<file path="config.mk">
export PLATFORM = sky130hd
export DESIGN_NAME = polyrhythm_gate_generator
export DESIGN_NICKNAME = d
export VERILOG_FILES = /design/src/sv/pgg_pkg.sv /design/src/sv/polyrhythm_gate_generator.sv
export SDC_FILE = /design/constraint.sdc
export NUM_CORES = 1
export LEC_CHECK = 0
export BUFFER_PORTS_ARGS = -buffer_cell sky130_fd_sc_hd__buf_2
export CAP_MARGIN = 10
export CORE_UTILIZATION = 45
export CTS_BUF_LIST = sky130_fd_sc_hd__clkbuf_8
export DETAILED_ROUTE_END_ITERATION = 12
export GPL_TIMING_DRIVEN = 0
export RECOVER_POWER = 50
export SETUP_SLACK_MARGIN = 0.3
export SYNTH_ARGS = -nofsm -noshare
export SYNTH_HDL_FRONTEND = slang
export SYNTH_SLANG_ARGS = --single-unit
</file>
<file path="constraint.sdc">
create_clock -name clk -period 10.4 [get_ports clk]
set_input_delay 1.56 -clock clk [delete_from_list [all_inputs] [get_ports clk]]
set_output_delay 1.56 -clock clk [all_outputs]
set_load 0.005 [all_outputs]
</file>
<file path="src/sv/pgg_pkg.sv">
// ----------------------------------------------------------------------------
// pgg_pkg: shared constants for the polyrhythm gate generator
// Field widths, register count and parameter defaults.
// ----------------------------------------------------------------------------
package pgg_pkg;

  // Parameter defaults
  localparam int CHANNELS_DEF = 8;
  localparam int CV_MAX_DEF   = 4095;

  // Channel bookkeeping (gate_bits is fixed at eight lanes)
  localparam int MAX_CHANNELS = 8;
  localparam int CH_W         = 3;

  // Field widths
  localparam int ELAPSED_W = 16;
  localparam int LOOP_W    = 24;
  localparam int GATE_W    = 13;
  localparam int GATE_MAG_W = GATE_W - 1;
  localparam int DIV_W     = 8;
  localparam int CV_W      = 16;
  localparam int PROD_W    = LOOP_W + CV_W;

  // Configuration port
  localparam int CFG_INDEX_W = 4;
  localparam int CFG_DATA_W  = 8;
  localparam int NUM_REGS    = 8;

  // Divider iteration counter
  localparam int CNT_W = $clog2(LOOP_W);

endpackage

</file>
<file path="src/sv/polyrhythm_gate_generator.sv">
// ----------------------------------------------------------------------------
// polyrhythm_gate_generator
// Per-channel gate generator over a shared loop position, using one
// bit-serial divider and one multiplier under a small sequencer.
// ----------------------------------------------------------------------------
// Channel   Direction  Handshake                  Payload
// tick      in         tick_valid / tick_ready    elapsed_ticks, loop_length,
//                                                 gate_length
// gate      out        gate_valid / gate_ready    gate_bits
// cfg       in         cfg_valid / cfg_ready      cfg_index, cfg_data
//
// For each tick the sequencer walks the channels in turn: each
// channel runs the restoring divider twice (step length, then position
// remainder), then passes two multiply states and one compare state.
// tick_ready is high only while the sequencer is idle; the result sits in
// an output register, so a new tick is taken while it waits for gate_ready.
// Reset (rst, synchronous) clears the position and sets all divisors to 1.
// cfg_ready is always high; writes at indexes past the last are dropped.
// ----------------------------------------------------------------------------
module polyrhythm_gate_generator #(
  parameter int CHANNELS = pgg_pkg::CHANNELS_DEF,
  parameter int CV_MAX   = pgg_pkg::CV_MAX_DEF
) (
  input  logic                             clk,
  input  logic                             rst,
  input  logic                             tick_valid,
  output logic                             tick_ready,
  input  logic [pgg_pkg::ELAPSED_W-1:0]    elapsed_ticks,
  input  logic [pgg_pkg::LOOP_W-1:0]       loop_length,
  input  logic signed [pgg_pkg::GATE_W-1:0] gate_length,
  output logic                             gate_valid,
  input  logic                             gate_ready,
  output logic [pgg_pkg::MAX_CHANNELS-1:0] gate_bits,
  input  logic                             cfg_valid,
  output logic                             cfg_ready,
  input  logic [pgg_pkg::CFG_INDEX_W-1:0]  cfg_index,
  input  logic [pgg_pkg::CFG_DATA_W-1:0]   cfg_data
);

  localparam int LW = pgg_pkg::LOOP_W;

  typedef enum logic [7:0] {
    S_IDLE     = 8'b0000_0001,
    S_DIV_STEP = 8'b0000_0010,
    S_DIV_REM  = 8'b0000_0100,
    S_MUL_A    = 8'b0000_1000,
    S_MUL_B    = 8'b0001_0000,
    S_CMP      = 8'b0010_0000,
    S_OUT      = 8'b0100_0000,
    S_SPARE    = 8'b1000_0000
  } state_t;

  state_t state;

  // Control registers
  logic [pgg_pkg::DIV_W-1:0]        divisors [pgg_pkg::NUM_REGS];
  logic [LW-1:0]                    pos;
  logic [pgg_pkg::CH_W-1:0]         ch;
  logic [pgg_pkg::CNT_W-1:0]        cnt;

  // Datapath registers
  logic [pgg_pkg::ELAPSED_W-1:0]    elapsed_q;
  logic [LW-1:0]                    loop_q;
  logic [pgg_pkg::GATE_MAG_W-1:0]   gate_q;
  logic [LW-1:0]                    dvd;
  logic [LW-1:0]                    racc;
  logic [LW-1:0]                    dvs;
  logic [LW-1:0]                    step;
  logic [pgg_pkg::PROD_W-1:0]       prod_lhs;
  logic [pgg_pkg::PROD_W-1:0]       prod_rhs;
  logic [pgg_pkg::MAX_CHANNELS-1:0] bits;

  // Divider step
  logic [LW:0]   trial;
  logic [LW:0]   diff;
  logic          take;
  logic [LW-1:0] racc_next;
  logic [LW-1:0] dvd_next;
  logic [LW-1:0] step_next;
  logic          cnt_last;

  // Shared multiplier
  logic [LW-1:0]                 mul_x;
  logic [pgg_pkg::CV_W-1:0]      mul_y;
  logic [pgg_pkg::PROD_W-1:0]    product;

  // Misc
  logic                          ch_last;
  logic [pgg_pkg::CH_W-1:0]      ch_inc;
  logic [LW:0]                   pos_sum;
  logic [LW-1:0]                 pos_next;
  logic                          tick_xfer;
  logic                          out_load;

  function automatic logic [LW-1:0] div_sel(input logic [pgg_pkg::DIV_W-1:0] d);
    logic [LW-1:0] r;
    r = {{(LW - pgg_pkg::DIV_W){1'b0}}, d};
    if (d == '0) begin
      r = LW'(1);
    end
    return r;
  endfunction

  assign tick_ready = (state == S_IDLE);
  assign cfg_ready  = 1'b1;
  assign tick_xfer  = tick_valid && tick_ready;
  assign out_load   = (state == S_OUT) && (!gate_valid || gate_ready);

  // One restoring divider iteration
  always_comb begin
    trial     = {racc, dvd[LW-1]};
    diff      = trial - {1'b0, dvs};
    take      = !diff[LW];
    racc_next = take ? diff[LW-1:0] : trial[LW-1:0];
    dvd_next  = {dvd[LW-2:0], take};
    step_next = (dvd_next == '0) ? LW'(1) : dvd_next;
    cnt_last  = (cnt == pgg_pkg::CNT_W'(LW - 1));
  end

  // Multiplier operand select
  always_comb begin
    if (state == S_MUL_A) begin
      mul_x = racc;
      mul_y = pgg_pkg::CV_W'(CV_MAX);
    end else begin
      mul_x = step;
      mul_y = {{(pgg_pkg::CV_W - pgg_pkg::GATE_MAG_W){1'b0}}, gate_q};
    end
    product = {{pgg_pkg::CV_W{1'b0}}, mul_x} * {{LW{1'b0}}, mul_y};
  end

  // Channel walk and position advance
  always_comb begin
    ch_last  = (ch == pgg_pkg::CH_W'(CHANNELS - 1));
    ch_inc   = ch + pgg_pkg::CH_W'(1);
    pos_sum  = {1'b0, pos} + {{(LW + 1 - pgg_pkg::ELAPSED_W){1'b0}}, elapsed_q};
    pos_next = (pos_sum >= {1'b0, loop_q}) ? '0 : pos_sum[LW-1:0];
  end

  // Sequencer, position, output register and divisor registers
  always_ff @(posedge clk) begin
    if (rst) begin
      state      <= S_IDLE;
      pos        <= '0;
      ch         <= '0;
      cnt        <= '0;
      gate_valid <= 1'b0;
      for (int i = 0; i < pgg_pkg::NUM_REGS; i++) begin
        divisors[i] <= pgg_pkg::DIV_W'(1);
      end
    end else begin
      if (cfg_valid && cfg_ready && (cfg_index < pgg_pkg::CFG_INDEX_W'(pgg_pkg::NUM_REGS))) begin
        divisors[cfg_index[pgg_pkg::CH_W-1:0]] <= cfg_data;
      end
      // Raise the result on load, drop it after its transfer
      if (out_load) begin
        gate_valid <= 1'b1;
      end else if (gate_valid && gate_ready) begin
        gate_valid <= 1'b0;
      end
      case (state)
        S_IDLE: begin
          if (tick_xfer) begin
            ch    <= '0;
            cnt   <= '0;
            state <= S_DIV_STEP;
          end
        end
        S_DIV_STEP: begin
          if (cnt_last) begin
            cnt   <= '0;
            state <= S_DIV_REM;
          end else begin
            cnt <= cnt + pgg_pkg::CNT_W'(1);
          end
        end
        S_DIV_REM: begin
          if (cnt_last) begin
            cnt   <= '0;
            state <= S_MUL_A;
          end else begin
            cnt <= cnt + pgg_pkg::CNT_W'(1);
          end
        end
        S_MUL_A: state <= S_MUL_B;
        S_MUL_B: state <= S_CMP;
        S_CMP: begin
          if (ch_last) begin
            state <= S_OUT;
          end else begin
            ch    <= ch_inc;
            state <= S_DIV_STEP;
          end
        end
        S_OUT: begin
          if (out_load) begin
            pos   <= pos_next;
            state <= S_IDLE;
          end
        end
        default: state <= S_IDLE;
      endcase
    end
  end

  // Datapath: operand capture, divider, products, gate bits
  always_ff @(posedge clk) begin
    case (state)
      S_IDLE: begin
        if (tick_xfer) begin
          elapsed_q <= elapsed_ticks;
          loop_q    <= loop_length;
          gate_q    <= gate_length[pgg_pkg::GATE_W-1] ? '0
                                                      : gate_length[pgg_pkg::GATE_MAG_W-1:0];
          bits      <= '0;
          dvd       <= loop_length;
          racc      <= '0;
          dvs       <= div_sel(divisors[0]);
        end
      end
      S_DIV_STEP: begin
        if (cnt_last) begin
          // load the remainder pass: position over step length
          step <= step_next;
          dvs  <= step_next;
          dvd  <= pos;
          racc <= '0;
        end else begin
          racc <= racc_next;
          dvd  <= dvd_next;
        end
      end
      S_DIV_REM: begin
        racc <= racc_next;
        dvd  <= dvd_next;
      end
      S_MUL_A: prod_lhs <= product;
      S_MUL_B: prod_rhs <= product;
      S_CMP: begin
        bits[ch] <= (prod_lhs < prod_rhs);
        if (!ch_last) begin
          dvd  <= loop_q;
          racc <= '0;
          dvs  <= div_sel(divisors[ch_inc]);
        end
      end
      S_OUT: begin
        if (out_load) begin
          gate_bits <= bits;
        end
      end
      default: begin
      end
    endcase
  end

endmodule

</file>
==> flow_summary.ini <==
[run_status]
status = finished with violations
violations = max-capacitance violations, max-slew violations

[die]
coreArea_um2 = 59000
io_pins = 81
fp.dieW_um = 246
dieArea_um2 = 60700
rows = 89
start_util = 0.455
die_h_um = 246

[route]
ant_nets = 0
drc = 0
dr.pass1.iters = 7
totalWireLength_um = 71100
highest_layer = met5
wl_met1_um = 31100
initialDrtViolationCount = 1631
met3WireLength_um = 4140
vias = 19900
route.met2.wl_um = 34400
wire_per_inst_um = 19.7
viasPerCell = 5.51

[logic_synthesis]
netlist_instances = 2648
synth_edf_count = 304
yosysUniqueCellTypes = 86
async_reset_ff_frac = 0
yosys.area.top_type = edfxtp_1
yosysWarnings = 0
syn_nets = 3125
synth-seq-cells = 344
synth_top_flop_cell = edfxtp_1
yosysSeqAreaShare = 0.370
synth.top_cell.area_share = 0.340
synthTopCellsByArea = edfxtp_1, fa_1, ha_1
mappedNetlistArea_um2 = 26900
avgSynthCellArea_um2 = 10.1

[power]
p_switching_mw = 3.99
intPower_mw = 4.82
power.density_nw_per_um2 = 300
combPwrFrac = 0.606
cellLeakagePower_nw = 12.7
fin_total_pwr_mw = 8.81
p_sw_frac = 0.453
power.share.sequential = 0.263
max-vdd-ir-drop_mv = 0.389
clockPowerShare = 0.131

[setup_path]
crit_type = register to register
endpoint_kind = register
cp_slowest_cell = buf_2
cpMostUsedCell = fa_1
slowest_delay_ns = 0.91
crit_buf_inv = 7
cp.arrival_ns = 9.05
crit_family = adder cells
critPathLaunchType = register
crit_required_ns = 10.80
crit_fanout = 47

[final_layout]
syn_to_final_growth_pct = 9.31
final_cell_mix = inv_1, nand2_1, edfxtp_1
final_cells = 3618
final_nets = 3271
n_fill_cell = 5554
layout_commonest_cell = inv_1
drive_gt1_frac = 0.0861

[timing]
rsz0062_at_grt = no
final-setup-viol-count = 0
worst_pin_slew_ns = 2.34
slew_violations = 30
min_period_over_period = 0.832
hold_viol_final = 0
setup_tns_ns = 0
relSlewSlack = -0.559
fin_worst_skew_ns = 0.0563
post-route-min-period_ns = 8.65
fin_ws_ns = 1.75
achievable-frequency_mhz = 116

[clock_tree]
clockRootBuffer = clkbuf_8
cts.sinks = 344
postCtsHoldBufs = 0
cts_tree = done
htree_levels = 2
clkTransAtPathRegs_ns = 0.07
cts-resized-gates = 0
cts_setup_buffers = 0
insertion_delay_ns = 0.69
cts_buffers = 58
clock_path_buffers = 3

[global_route]
grt_max_degree = 48
grt-ovfl-total = 0
grt_pass1_vias = 20100
grt_use_total = 0.241
grt_pass1_wl_um = 113000
antenna_found_initial = 2

[place]
post-place-cells = 3507
pre_cts_ws_ns = 1.75
place_hpwl_um = 56200
io_buffers = 79
gp_congestion = 0.928

[hold_path]
min_path_type = register to register

[flow_run]
maxCapViolations = 1
logic make-up (layout without fill, tap and decap cells):
| family | Yosys count | in the layout | share of synthesized area |
|---|---|---|---|
| AO/OA/AOI/OAI | 393 | 393 | 0.0975 |
| adder cells (fa/ha/maj) | 407 | 407 | 0.252 |
| XOR/XNOR | 52 | 52 | 0.0170 |
| other | 1 | 2 | 0.000140 |
| AND/OR/NAND/NOR | 911 | 911 | 0.159 |
| flip-flops | 344 | 344 | 0.370 |
| buffers and inverters | 483 | 679 | 0.0717 |
| multiplexers | 57 | 57 | 0.0333 |
state kept, by name, summed over array words and instances (netlist names):
name,flops
gate_bits,8
elapsed_q,16
gate_valid,1
cnt,5
racc,24
ch,3
dvs,24
gate_q,12
state,7
bits,8
divisors,64
prod_lhs,38
loop_q,24
prod_rhs,38
pos,24
step,24
dvd,24
Yosys cell counts (all sizes together), types with 22 or more instances:
| library cell | n |
|---|---|
| and2 | 88 |
| buf | 51 |
| o21ai | 68 |
| clkbuf | 54 |
| inv | 377 |
| mux2i | 36 |
| nand3 | 49 |
| a21oi | 119 |
| nand2 | 398 |
| xnor2 | 38 |
| nand2b | 28 |
| nor2 | 190 |
| fa | 223 |
| nand4 | 23 |
| nor3 | 32 |
| nor2b | 22 |
| ha | 184 |
| dfxtp | 40 |
| a21o | 36 |
| edfxtp | 304 |
per-layer routing:
metal / up-vias / global-route usage
met1: 9918 / 0.327
met3: 96 / 0.0277
met2: 675 / 0.411
met5: - / 0
li1: 9249 / -
met4: 2 / 0.0585
through the flow:
stage               utilization  area [um2]  hold slack [ns]
floorplan                     -       26900            0.426
CTS                       0.499       29400            0.442
global placement          0.478       28200            0.444
finish                    0.497       29400            0.439
detailed placement        0.480       28400            0.433
global route              0.497       29400            0.461
area by class of cell:
cell class | count | area (um2) | share of cell area
repair buffers | 86 | 434 | 0.0148
inverters | 378 | 1420 | 0.0484
clock inverters | 50 | 256 | 0.00874
plain buffers | 105 | 500 | 0.0170
multi-input cells | 1821 | 15000 | 0.512
well taps | 773 | 967 | 0.0329
clock buffers | 60 | 826 | 0.0281
diodes | 1 | 2.50 | 0.0000852
flip-flops and latches | 344 | 9930 | 0.338
worst paths after layout:
kind	end	depth (start not counted)	slack, ns	startpoint
hold reg to reg	gate_bits[6]	0	0.44	bits[6]
setup reg to reg	prod_lhs[33]	25	1.75	state[6]
hold / removal	gate_bits[6]	0	0.44	bits[6]
setup / recovery	prod_lhs[33]	25	1.75	state[6]
power groups by stage:
stage                     combinational, mW  clock, mW  sequential, mW
after CTS                              5.35       1.17            2.32
after global placement                 5.21          0            2.36
final                                  5.34       1.15            2.32
after detailed placement               5.32          0            2.34
after global routing                   5.99       1.23            2.33
after floorplan                        4.00          0            2.27
(Power assumes the default switching activity.)
